$ cat config.mk
export PLATFORM = sky130hd
export DESIGN_NAME = ticket_queue_with_keyed_removal_top
export DESIGN_NICKNAME = d
export VERILOG_FILES = /design/src/design/tqkr_pkg.sv /design/src/design/tqkr_cell.sv /design/src/design/ticket_queue_with_keyed_removal_top.sv
export SDC_FILE = /design/constraint.sdc
export NUM_CORES = 2
export LEC_CHECK = 0
export ABC_AREA = 1
export BUFFER_PORTS_ARGS = -buffer_cell sky130_fd_sc_hd__buf_2
export CAP_MARGIN = 40
export CORE_UTILIZATION = 30
export CTS_CLUSTER_SIZE = 8
export DETAILED_ROUTE_END_ITERATION = 7
export GPL_ROUTABILITY_DRIVEN = 0
export PLACE_DENSITY_LB_ADDON = 0.12
export SLEW_MARGIN = 20
export SYNTH_ARGS = -nofsm -noshare
export SYNTH_HDL_FRONTEND = slang
export SYNTH_SLANG_ARGS = --single-unit
$ cat constraint.sdc
create_clock -name i_clk -period 9.88 [get_ports i_clk]
set_input_delay 0.988 -clock i_clk [delete_from_list [all_inputs] [get_ports i_clk]]
set_output_delay 0.988 -clock i_clk [all_outputs]
set_load 0.1 [all_outputs]
$ cat src/design/tqkr_pkg.sv
package tqkr_pkg;

    // Default number of entries in the queue.
    localparam int QUEUE_DEPTH_DEF = 16;

    // Fixed field widths.
    localparam int TICKET_W = 16;
    localparam int NAME_W   = 64;
    localparam int FUNC_W   = 2;
    localparam int STATUS_W = 2;

    // Ticket numbers run from one to all ones and then start over at one.
    localparam logic [TICKET_W-1:0] TICKET_FIRST = TICKET_W'(1);
    localparam logic [TICKET_W-1:0] TICKET_LAST  = '1;

    // Operation codes carried on the input tuser.
    typedef enum logic [FUNC_W-1:0] {
        FUNC_ENQ       = 2'd0,
        FUNC_FRONT     = 2'd1,
        FUNC_BY_TICKET = 2'd2,
        FUNC_NONE      = 2'd3
    } t_func;

    // Status codes carried on the output tuser.
    typedef enum logic [STATUS_W-1:0] {
        ST_OK        = 2'd0,
        ST_EMPTY     = 2'd1,
        ST_FULL      = 2'd2,
        ST_NOT_FOUND = 2'd3
    } t_status;

    // Controls broadcast from the sequencer to every cell.
    typedef struct packed {
        logic enq;    // store the new entry at the tail cell
        logic start;  // place the search token on the first cell
        logic adv;    // move the token one cell down the chain
        logic found;  // the entry has been taken, later cells move up
        logic any;    // every live cell matches (serve front)
    } t_cell_ctl;

endpackage

$ cat src/design/tqkr_cell.sv
module tqkr_cell import tqkr_pkg::*; #(
    parameter int IDX   = 0,
    parameter int CNT_W = 5
) (
    input  logic                i_clk,
    input  logic                i_rst_n,
    input  t_cell_ctl           i_ctl,
    input  logic [CNT_W-1:0]    i_occ,
    input  logic [TICKET_W-1:0] i_target,
    input  logic [TICKET_W-1:0] i_new_ticket,
    input  logic [NAME_W-1:0]   i_new_name,
    input  logic                i_tok_prev,
    input  logic                i_tok_next,
    input  logic [TICKET_W-1:0] i_nxt_ticket,
    input  logic [NAME_W-1:0]   i_nxt_name,
    output logic [TICKET_W-1:0] o_ticket,
    output logic [NAME_W-1:0]   o_name,
    output logic                o_tok,
    output logic                o_live,
    output logic                o_hit
);

    localparam logic [CNT_W-1:0] IDX_C = CNT_W'(IDX);

    logic [TICKET_W-1:0] r_ticket;
    logic [NAME_W-1:0]   r_name;
    logic                r_tok;
    logic                n_tok;

    // This cell holds an entry of the queue when it lies below the count.
    assign o_live = (IDX_C < i_occ);

    // Match seen while the token sits here.
    assign o_hit = r_tok && o_live && (i_ctl.any || (r_ticket == i_target));

    // Token either starts on the first cell or is handed on from the left.
    always_comb begin
        if (i_ctl.start) begin
            n_tok = (IDX == 0);
        end else if (i_ctl.adv) begin
            n_tok = i_tok_prev;
        end else begin
            n_tok = 1'b0;
        end
    end

    always_ff @(posedge i_clk) begin
        if (!i_rst_n) begin
            r_tok <= 1'b0;
        end else begin
            r_tok <= n_tok;
        end
    end

    // Entry store: written at the tail, or taken from the right-hand neighbour
    // once the token has passed the removed entry.
    always_ff @(posedge i_clk) begin
        if (i_ctl.enq && (IDX_C == i_occ)) begin
            r_ticket <= i_new_ticket;
            r_name   <= i_new_name;
        end else if (i_ctl.found && i_tok_next) begin
            r_ticket <= i_nxt_ticket;
            r_name   <= i_nxt_name;
        end
    end

    assign o_ticket = r_ticket;
    assign o_name   = r_name;
    assign o_tok    = r_tok;

endmodule

$ cat src/design/ticket_queue_with_keyed_removal_top.sv
// Ordered ticket queue with removal by key, built as a chain of entry cells.
// Input channel (s side): tuser carries the operation (enqueue, serve front,
// serve by ticket); tdata carries the name tag and the ticket to serve.
// Output channel (m side): one result beat per input beat, tuser carries the
// status, tdata the ticket, the served name and the entries left.
// Enqueue, the unused operation and a serve on an empty queue give their
// result in the cycle after the input beat is taken.
// A serve on a non-empty queue sends a token down the cell chain, one cell
// a cycle; later cells move up one place behind the token, so search and
// compaction finish in the same pass.
// One operation is in flight at a time; s_tready is low while a serve walks
// the chain. A finished result waits in the output register while m_tready
// is low, and no new beat is taken until that register is free or emptying.
// Reset empties the queue, restarts ticket numbers at one and drops any
// pending result.
module ticket_queue_with_keyed_removal_top import tqkr_pkg::*; #(
    parameter  int QUEUE_DEPTH = QUEUE_DEPTH_DEF,
    localparam int CNT_W       = $clog2(QUEUE_DEPTH + 1),
    localparam int IN_W        = NAME_W + TICKET_W,
    localparam int OUT_W       = ((TICKET_W + NAME_W + CNT_W + 7) / 8) * 8
) (
    input  logic                i_clk,
    input  logic                i_rst_n,
    input  logic                i_s_tvalid,
    output logic                o_s_tready,
    input  logic [IN_W-1:0]     i_s_tdata,   // name_tag, target_ticket
    input  logic [FUNC_W-1:0]   i_s_tuser,   // func
    output logic                o_m_tvalid,
    input  logic                i_m_tready,
    output logic [OUT_W-1:0]    o_m_tdata,   // ticket, served_name, remaining, zero pad
    output logic [STATUS_W-1:0] o_m_tuser    // status
);

    typedef enum logic {
        S_IDLE,
        S_SCAN
    } t_state;

    t_state              r_state;
    logic [CNT_W-1:0]    r_occ;
    logic [TICKET_W-1:0] r_next;
    logic                r_found;
    logic                r_any;
    logic [TICKET_W-1:0] r_target;
    logic [TICKET_W-1:0] r_cap_ticket;
    logic [NAME_W-1:0]   r_cap_name;

    logic                r_out_valid;
    t_status             r_res_status;
    logic [TICKET_W-1:0] r_res_ticket;
    logic [NAME_W-1:0]   r_res_name;
    logic [CNT_W-1:0]    r_res_remaining;

    logic                w_accept;
    t_func               w_func;
    logic [NAME_W-1:0]   w_in_name;
    logic [TICKET_W-1:0] w_in_target;
    logic                w_full;
    logic                w_tok_live;
    logic                w_any_hit;
    logic [TICKET_W-1:0] w_hit_ticket;
    logic [NAME_W-1:0]   w_hit_name;
    logic [CNT_W-1:0]    w_after_serve;
    t_cell_ctl           w_ctl;

    logic [TICKET_W-1:0] w_ticket [QUEUE_DEPTH];
    logic [NAME_W-1:0]   w_name   [QUEUE_DEPTH];
    logic [QUEUE_DEPTH-1:0] w_tok;
    logic [QUEUE_DEPTH-1:0] w_live;
    logic [QUEUE_DEPTH-1:0] w_hit;

    // Input unpacking and handshake.
    assign w_in_name   = i_s_tdata[NAME_W-1:0];
    assign w_in_target = i_s_tdata[NAME_W +: TICKET_W];
    assign w_func      = t_func'(i_s_tuser);
    assign o_s_tready  = (r_state == S_IDLE) && (!r_out_valid || i_m_tready);
    assign w_accept    = i_s_tvalid && o_s_tready;
    assign w_full      = (r_occ >= CNT_W'(QUEUE_DEPTH));

    // Cell controls.
    always_comb begin
        w_ctl.enq   = (r_state == S_IDLE) && w_accept && (w_func == FUNC_ENQ) && !w_full;
        w_ctl.start = (r_state == S_IDLE) && w_accept && (r_occ != '0) &&
                      ((w_func == FUNC_FRONT) || (w_func == FUNC_BY_TICKET));
        w_ctl.adv   = (r_state == S_SCAN) && w_tok_live;
        w_ctl.found = r_found;
        w_ctl.any   = r_any;
    end

    // The chain of entry cells.
    for (genvar gi = 0; gi < QUEUE_DEPTH; gi++) begin : g_cell
        logic                w_tok_prev;
        logic                w_tok_next;
        logic [TICKET_W-1:0] w_nxt_ticket;
        logic [NAME_W-1:0]   w_nxt_name;

        if (gi == 0) begin : g_first
            assign w_tok_prev = 1'b0;
        end else begin : g_mid
            assign w_tok_prev = w_tok[gi-1];
        end

        if (gi == QUEUE_DEPTH - 1) begin : g_last
            assign w_tok_next   = 1'b0;
            assign w_nxt_ticket = '0;
            assign w_nxt_name   = '0;
        end else begin : g_inner
            assign w_tok_next   = w_tok[gi+1];
            assign w_nxt_ticket = w_ticket[gi+1];
            assign w_nxt_name   = w_name[gi+1];
        end

        tqkr_cell #(
            .IDX   (gi),
            .CNT_W (CNT_W)
        ) u_cell (
            .i_clk        (i_clk),
            .i_rst_n      (i_rst_n),
            .i_ctl        (w_ctl),
            .i_occ        (r_occ),
            .i_target     (r_target),
            .i_new_ticket (r_next),
            .i_new_name   (w_in_name),
            .i_tok_prev   (w_tok_prev),
            .i_tok_next   (w_tok_next),
            .i_nxt_ticket (w_nxt_ticket),
            .i_nxt_name   (w_nxt_name),
            .o_ticket     (w_ticket[gi]),
            .o_name       (w_name[gi]),
            .o_tok        (w_tok[gi]),
            .o_live       (w_live[gi]),
            .o_hit        (w_hit[gi])
        );
    end

    // At most one cell holds the token, so an OR of the gated entries
    // picks out the matching one.
    always_comb begin
        w_hit_ticket = '0;
        w_hit_name   = '0;
        for (int i = 0; i < QUEUE_DEPTH; i++) begin
            if (w_hit[i]) begin
                w_hit_ticket = w_hit_ticket | w_ticket[i];
                w_hit_name   = w_hit_name | w_name[i];
            end
        end
    end

    assign w_tok_live    = |(w_tok & w_live);
    assign w_any_hit     = |w_hit;
    assign w_after_serve = r_occ - CNT_W'(r_found);

    // Sequencer and result register.
    always_ff @(posedge i_clk) begin
        if (!i_rst_n) begin
            r_state     <= S_IDLE;
            r_occ       <= '0;
            r_next      <= TICKET_FIRST;
            r_found     <= 1'b0;
            r_out_valid <= 1'b0;
        end else begin
            if (r_out_valid && i_m_tready) begin
                r_out_valid <= 1'b0;
            end
            case (r_state)
                S_IDLE: begin
                    if (w_accept) begin
                        case (w_func)
                            FUNC_ENQ: begin
                                r_out_valid <= 1'b1;
                                r_res_name  <= '0;
                                if (w_full) begin
                                    r_res_status    <= ST_FULL;
                                    r_res_ticket    <= '0;
                                    r_res_remaining <= r_occ;
                                end else begin
                                    r_res_status    <= ST_OK;
                                    r_res_ticket    <= r_next;
                                    r_res_remaining <= r_occ + CNT_W'(1);
                                    r_occ           <= r_occ + CNT_W'(1);
                                    r_next <= (r_next == TICKET_LAST) ? TICKET_FIRST
                                                                      : r_next + TICKET_W'(1);
                                end
                            end
                            FUNC_FRONT, FUNC_BY_TICKET: begin
                                if (r_occ == '0) begin
                                    r_out_valid     <= 1'b1;
                                    r_res_status    <= ST_EMPTY;
                                    r_res_ticket    <= '0;
                                    r_res_name      <= '0;
                                    r_res_remaining <= r_occ;
                                end else begin
                                    r_state  <= S_SCAN;
                                    r_found  <= 1'b0;
                                    r_any    <= (w_func == FUNC_FRONT);
                                    r_target <= w_in_target;
                                end
                            end
                            default: begin
                                r_out_valid     <= 1'b1;
                                r_res_status    <= ST_OK;
                                r_res_ticket    <= '0;
                                r_res_name      <= '0;
                                r_res_remaining <= r_occ;
                            end
                        endcase
                    end
                end
                S_SCAN: begin
                    if (w_tok_live) begin
                        // Keep the oldest match; later cells then move up.
                        if (!r_found && w_any_hit) begin
                            r_found      <= 1'b1;
                            r_cap_ticket <= w_hit_ticket;
                            r_cap_name   <= w_hit_name;
                        end
                    end else begin
                        // Token has left the live part of the chain.
                        r_state         <= S_IDLE;
                        r_out_valid     <= 1'b1;
                        r_res_status    <= r_found ? ST_OK : ST_NOT_FOUND;
                        r_res_ticket    <= r_found ? r_cap_ticket : '0;
                        r_res_name      <= r_found ? r_cap_name : '0;
                        r_res_remaining <= w_after_serve;
                        r_occ           <= w_after_serve;
                        r_found         <= 1'b0;
                    end
                end
                default: begin
                    r_state <= S_IDLE;
                end
            endcase
        end
    end

    // Output packing.
    assign o_m_tvalid = r_out_valid;
    assign o_m_tuser  = r_res_status;
    assign o_m_tdata  = OUT_W'({r_res_remaining, r_res_name, r_res_ticket});

endmodule

* Word level (Yosys, flattened, before mapping)
Cells that the tools add are included.
W data, S select, Z words.
** Cells by class
- Add/sub/neg operators :: 3
- $mul :: 0
- Div/mod/pow operators :: 0
- Magnitude comparators :: 17
- Equal/unequal tests :: 41
- Shifts and indexed selects :: 0
- Muxes and demuxes :: 140
- Bitwise logic cells :: 36
- Reductions and logical operators :: 122
** Operators by type and width (count)
- $mux W64 :: 51
- $or A64 B64 Y64 :: 15
- $mux W16 :: 52
- $eq A16 B16 Y1 :: 16
- $or A16 B16 Y16 :: 15
- $pmux W64 S2 :: 1
- $logic_and A1 B1 Y1 :: 73
- $pmux W16 S2 :: 2
- $eq A4 B5 Y1 const A :: 8
- $lt A4 B5 Y1 const A :: 8
- $reduce_or A16 Y1 :: 2
- $mux W5 :: 6
- $pmux W5 S2 :: 3
- $reduce_bool A2 Y1 :: 15
- $eq A3 B5 Y1 const A :: 4
- $lt A3 B5 Y1 const A :: 4
- $logic_or A1 B1 Y1 :: 18
- $add A16 B1 Y16 const B :: 1
- $and A16 B16 Y16 :: 1
- $eq A16 B16 Y1 const B :: 1
- $reduce_and A4 Y1 :: 4
- $mux W1 :: 15
- $eq A2 B5 Y1 const A :: 2
- $lt A1 B5 Y1 const A :: 2
- 23 further kinds :: 40
** Storage, ports and cells
- Register bits :: 1504
- Latch bits :: 0
- Bits in writable memories :: 0
- ROM bits :: 0
- Output and inout port bits :: 92
- Word-level logic and storage cells :: 420
- Memories :: 0

* Longest topological paths before layout
- Word-level depth :: 34
- Mapped depth :: 18

* By module
Synthesis repeated with hierarchy kept, for this count alone.
** Second synthesis, totals
- Cells, all modules :: 8187
- Area, all modules :: 80038.0 µm²
** By module, submodules not included
- ticket_queue_with_keyed_removal_top :: times used 1, cells an instance 2178, area each 15688.8 µm², sequential area each 6005.8 µm²
- tqkr_cell (g_cell[4].u_cell ...) :: times used 2, cells an instance 269, area each 4111.4 µm², sequential area each 2422.3 µm²
- tqkr_cell (g_cell[15].u_cell) :: times used 1, cells an instance 270, area each 4179.0 µm², sequential area each 2422.3 µm²
- tqkr_cell (g_cell[5].u_cell) :: times used 1, cells an instance 270, area each 4116.4 µm², sequential area each 2422.3 µm²
- tqkr_cell (g_cell[1].u_cell) :: times used 1, cells an instance 268, area each 4103.9 µm², sequential area each 2422.3 µm²
- tqkr_cell (g_cell[14].u_cell) :: times used 1, cells an instance 439, area each 4041.4 µm², sequential area each 2422.3 µm²
- tqkr_cell (g_cell[2].u_cell) :: times used 1, cells an instance 438, area each 4038.9 µm², sequential area each 2422.3 µm²
- tqkr_cell (g_cell[11].u_cell) :: times used 1, cells an instance 437, area each 4012.6 µm², sequential area each 2422.3 µm²
- tqkr_cell (g_cell[10].u_cell) :: times used 1, cells an instance 440, area each 4008.8 µm², sequential area each 2422.3 µm²
- tqkr_cell (g_cell[7].u_cell) :: times used 1, cells an instance 438, area each 4007.6 µm², sequential area each 2422.3 µm²
- tqkr_cell (g_cell[6].u_cell) :: times used 1, cells an instance 439, area each 3998.8 µm², sequential area each 2422.3 µm²
- tqkr_cell (g_cell[8].u_cell) :: times used 1, cells an instance 438, area each 3997.6 µm², sequential area each 2422.3 µm²
- tqkr_cell (g_cell[0].u_cell) :: times used 1, cells an instance 447, area each 3991.3 µm², sequential area each 2422.3 µm²
- tqkr_cell (g_cell[12].u_cell) :: times used 1, cells an instance 439, area each 3910.0 µm², sequential area each 2422.3 µm²
- +2 rows

* Least setup slack after synthesis
OpenSTA, ideal clock, no wires.
- Path type :: reg2reg
- Start :: register r_found
- End :: register g_cell[5].u_cell.r_name[0], enable pin
- Arrival :: 6281 ps
- Slack :: 2970 ps
- Cell stages (with the launch flop) :: 4
- Buffers on the path :: 1
- Period minus slack after synthesis :: 6910 ps
- Path through :: dfxtp_1 -> inv_1 -> clkbuf_1 -> o21ai_0
** On the way
- Cells in the longest elaborated chain, start to end :: 2
** RTL lines
- from (decl) :: RTL line ticket_queue_with_keyed_removal_top.sv:42 : logic r_found;
- from (signal assigned) :: RTL line ticket_queue_with_keyed_removal_top.sv:159 : r_found <= 1'b0;
- from (signal assigned) :: RTL line ticket_queue_with_keyed_removal_top.sv:194 : r_found <= 1'b0;
- from (signal assigned) :: RTL line ticket_queue_with_keyed_removal_top.sv:213 : r_found <= 1'b1;
- $logic_and A1 B1 Y1 :: RTL line tqkr_cell.sv:61 : end else if (i_ctl.found && i_tok_next) begin
- $reduce_bool A2 Y1 (no line)
- to (signal assigned) :: RTL line tqkr_cell.sv:60 : r_name <= i_new_name;
- to (signal assigned) :: RTL line tqkr_cell.sv:63 : r_name <= i_nxt_name;
- to (decl) :: RTL line tqkr_cell.sv:26 : logic [NAME_W-1:0] r_name;
Every way passes these cells.
A chain may end at the register's enable or synchronous reset.

* Worst setup path in the final report
- Start :: register r_target[14]
- End :: register r_cap_ticket[1] (data pin)
** On the way
- Cells in the longest elaborated chain, start to end :: 34
- Elaborated cells on any way between the ends :: 79
- Those cells by class :: eq/ne: 16; mux: 16; bitwise: 15; reduce/logical: 32
** RTL lines
- from (decl) :: RTL line ticket_queue_with_keyed_removal_top.sv:44 : logic [TICKET_W-1:0] r_target;
- from (signal assigned) :: RTL line ticket_queue_with_keyed_removal_top.sv:196 : r_target <= w_in_target;
- $eq A16 B16 Y1 :: RTL line tqkr_cell.sv:34 : assign o_hit = r_tok && o_live && (i_ctl.any || (r_ticket == i_target));
- $logic_or A1 B1 Y1 :: RTL line tqkr_cell.sv:34
- $logic_and A1 B1 Y1 :: RTL line tqkr_cell.sv:34
- $mux W16 :: RTL line ticket_queue_with_keyed_removal_top.sv:142 : if (w_hit[i]) begin
- $or A16 B16 Y16 :: RTL line ticket_queue_with_keyed_removal_top.sv:143 : w_hit_ticket = w_hit_ticket | w_ticket[i];
- $mux W16 :: RTL line ticket_queue_with_keyed_removal_top.sv:142
- $or A16 B16 Y16 :: RTL line ticket_queue_with_keyed_removal_top.sv:143
- $mux W16 :: RTL line ticket_queue_with_keyed_removal_top.sv:142
- [... 19 more ...]
- $mux W16 :: RTL line ticket_queue_with_keyed_removal_top.sv:142
- $or A16 B16 Y16 :: RTL line ticket_queue_with_keyed_removal_top.sv:143
- $mux W16 :: RTL line ticket_queue_with_keyed_removal_top.sv:142
- $or A16 B16 Y16 :: RTL line ticket_queue_with_keyed_removal_top.sv:143
- $mux W16 :: RTL line ticket_queue_with_keyed_removal_top.sv:142
- $or A16 B16 Y16 :: RTL line ticket_queue_with_keyed_removal_top.sv:143
- $mux W16 (*) :: RTL line ticket_queue_with_keyed_removal_top.sv:142
- named net w_hit_ticket[1] :: RTL line ticket_queue_with_keyed_removal_top.sv:61 : logic [TICKET_W-1:0] w_hit_ticket;
- to (signal assigned) :: RTL line ticket_queue_with_keyed_removal_top.sv:214 : r_cap_ticket <= w_hit_ticket;
- to (decl) :: RTL line ticket_queue_with_keyed_removal_top.sv:45 : logic [TICKET_W-1:0] r_cap_ticket;
Mark *: on every way through the listed nets, which the timed path passes. The rest lies on a longest branch.

==> flow_metrics.tcl <==
set metrics [dict create \
    track_usage_pct 23.40 \
    max_slew.worst_pin.slew_ns 1.073 \
    r2r_start "r_target[14]" \
    syn_to_final_growth_pct 13.98 \
    cts_made_buffers 207 \
    postLayoutCellArea_um2 82700 \
    grt_pass1_vias 55010 \
    clk_path_buf_depth 3 \
    cp-end-kind "flip-flop" \
    path_class "reg -> reg" \
    register_area_um2 44760 \
    setup-tns-final_ns 0 \
    numClockSinks 1504 \
    io_buffer_count 174 \
    synth_seq_cells 1504 \
    hp-start "i_s_tdata[65]" \
    reg2reg_depth 15 \
    ys_async_sr_fraction_pct 0 \
    setup_violations 0 \
    synth_ff_type "edfxtp_1" \
    routed-via-count 58140 \
    die_x_um 493.8 \
    p_leak_nw 32.37 \
    ys_seq_area_share_pct 61.69 \
    cp-startpoint "r_target[14]" \
    fp.coreArea_um2 240500 \
    critPathArrivalTime_ns 5.18 \
    rsz0062_at_grt "false" \
    min_to "r_target[1]" \
    drive_above_1_share_pct 7.716 \
    maxCapViolCount 0 \
    root_buffer "clkbuf_16" \
    holdWs_ns 0.2978 \
    routed_via_density 5.247 \
    synth_area_um2 72560 \
    synth_common_cells "nand2_1 (3,101), edfxtp_1 (1,464), o21ai_0 (1,226), nor2_1 (441), inv_1 (344)" \
    ctsHtreeMaxLevel 4 \
    synth.area.top_cells "edfxtp_1 (61%), nand2_1 (16%), o21ai_0 (8.5%)" \
    route.detailed.drc 0 \
    synth_edf_count 1464 \
    timing.final.crit_share_pct 45.68 \
    grt_max_degree 162 \
    cts_resized 0 \
    path_clk_slew_ns 0.06 \
    antenna_found_initial 13 \
    cts_tree "done" \
    reg2reg_slack_ns 5.37 \
    clock_latency_ns 0.87 \
    synthCells 7865 \
    ys_types 40 \
    synth_most_common_cell "nand2_1" \
    hold_path_depth 1 \
    grt_pass1_wl_um 411200 \
    syn_avg_cell_area_um2 9.225 \
    relSlewSlack_pct 28.46 \
    place_area_um2 76950 \
    overflow 0 \
    hold_buffers 0 \
    ios 178 \
    hpwl_um 168400 \
    status "finished clean" \
    achievable-frequency_mhz 221.6 \
    cts_setup_buffers 0 \
    slew_violations 0 \
    die-height_um 493.8 \
    hold_viol 0 \
    place_inst 10820 \
    finalNetCount 7941 \
    initial_core_util_pct 30.16 \
    drt-initial-drc-count 6440 \
    power.density_nw_per_um2 168.3 \
    vdd_drop_max_mv 0.1669 \
    multiInputGateArea_um2 24110 \
    synth_top_area_share_pct 60.59 \
    synth_top_cell_by_area "edfxtp_1" \
    reg2reg_to "r_cap_ticket[1]" \
    wl_per_cell_um 26.20 \
    post-route-util_pct 34.38 \
    fin_cells 11080 \
    finClkSkew_ns 0.05161 \
    fillers 24670 \
    worst_setup_path_start_kind "flip-flop" \
    dr.pass1.iters 7 \
    crit_required_ns 10.55 \
    hp-class "in -> reg" \
    critPathMaxFanout 29 \
    die-area_um2 243800 \
    wl_um 290400 \
    yosysWarnings 0 \
    final.min_clock_period_ns 4.513 \
    rows 180 \
    ant_nets 0 \
]
==> worst max-delay path, stage by stage, from the launching register on <==
cell and delay, ns:
edfxtp_1 0.69, inv_2 0.32, nand2_1 0.08, a21oi_1 0.14
nand2_1 0.08, nor2_1 0.25, nand2_1 0.09, nand2_1 0.09
nand2_1 0.18, inv_4 0.43, buf_4 0.57, buf_4 0.69
nand2_1 0.14, o21ai_0 0.13, nor2_1 0.08, nand3_1 0.25
==> routing by layer <==
layer	vias up	track usage, %	wire length [µm]
met3	370	3.382	21450
met2	2339	36.51	129800
met1	29040	33.94	132800
met5	-	0	0
met4	0	5.773	6253
li1	26400	-	-
==> power breakdown <==
part | switching (mW) | internal, mW | total (mW)
Clock | 2.83 | 3.74 | 6.57
Sequential | 0.0171 | 6.96 | 6.97
Combinational | 0.324 | 0.0557 | 0.380
Total | 3.17 | 10.7 | 13.9
==> flip-flops by register name (all words and copies together), names as in the netlist, 5 cells and up <==
register / cells
r_res_name: 64
r_res_remaining: 5
r_res_ticket: 16
r_cap_name: 64
r_occ: 5
r_next: 16
r_cap_ticket: 16
g_cell.u_cell.o_ticket: 256
r_target: 16
g_cell.u_cell.o_tok: 16
g_cell.u_cell.o_name: 1024
==> final cells by class <==
class,count,share of cell area (%)
antenna,4,0.01210
inverter,382,1.779
clock buffer,238,6.430
sequential,1504,54.13
multi-input combinational,5438,29.16
clock inverter,17,0.3147
tap,3185,4.819
timing repair buffer,314,3.365
==> layout by cell type (no fill, tap or decap), drive strengths merged <==
| cell | synthesis | routed |
|---|---|---|
| clkbuf | 293 | 238 |
| o22ai | 5 | 5 |
| ha | 8 | 8 |
| inv | 374 | 380 |
| nand3 | 143 | 143 |
| o31a | 1 | 1 |
| or2 | 1 | 1 |
| a211oi | 1 | 1 |
| o211ai | 4 | 4 |
| diode | 0 | 4 |
| a21boi | 2 | 2 |
| buf | 250 | 314 |
| xor2 | 108 | 108 |
| o31ai | 18 | 18 |
| nor3b | 2 | 2 |
| o221ai | 3 | 3 |
| clkinv | 8 | 19 |
| nand2 | 3106 | 3106 |
| nor3 | 8 | 8 |
| edfxtp | 1464 | 1464 |
| nand4 | 317 | 317 |
| nor2 | 443 | 443 |
| a21oi | 27 | 27 |
| dfxtp | 40 | 40 |
| conb | 1 | 3 |
| nor4 | 2 | 2 |
| a31oi | 1 | 1 |
| o21ai | 1235 | 1235 |
==> metrics by stage <==
stage	power, mW	worst slack (ns)
2_1_floorplan	7.357	2.970
3_3_place_gp	7.477	4.258
3_5_place_dp	7.484	4.803
4_1_cts	14.08	5.373
5_1_grt	14.30	5.201
6_report	13.92	5.367
==> cell families after synthesis <==
| logic type | after synthesis | share of synthesized area, % |
|---|---|---|
| AOI/OAI and AO/OA | 1297 | 9.084 |
| xor gates and xnor gates | 108 | 1.304 |
| adders and majority gates | 8 | 0.1380 |
| buffers and inverters | 925 | 5.492 |
| DFF | 1504 | 61.69 |
| other | 1 | 0.005168 |
| and+or+nand+nor | 4022 | 22.28 |
==> how the worst max path moves through the flow <==
stage,cells past startpoint,end
after detailed placement,13,g_cell[7].u_cell.o_name[45]
after CTS,7,g_cell[12].u_cell.o_name[21]
final,15,r_cap_ticket[1]
after floorplan,3,g_cell[5].u_cell.o_name[0]
after global routing,7,g_cell[12].u_cell.o_name[27]
after global placement,11,g_cell[7].u_cell.o_name[40]
Note: power is estimated with default switching activity, not from simulation.
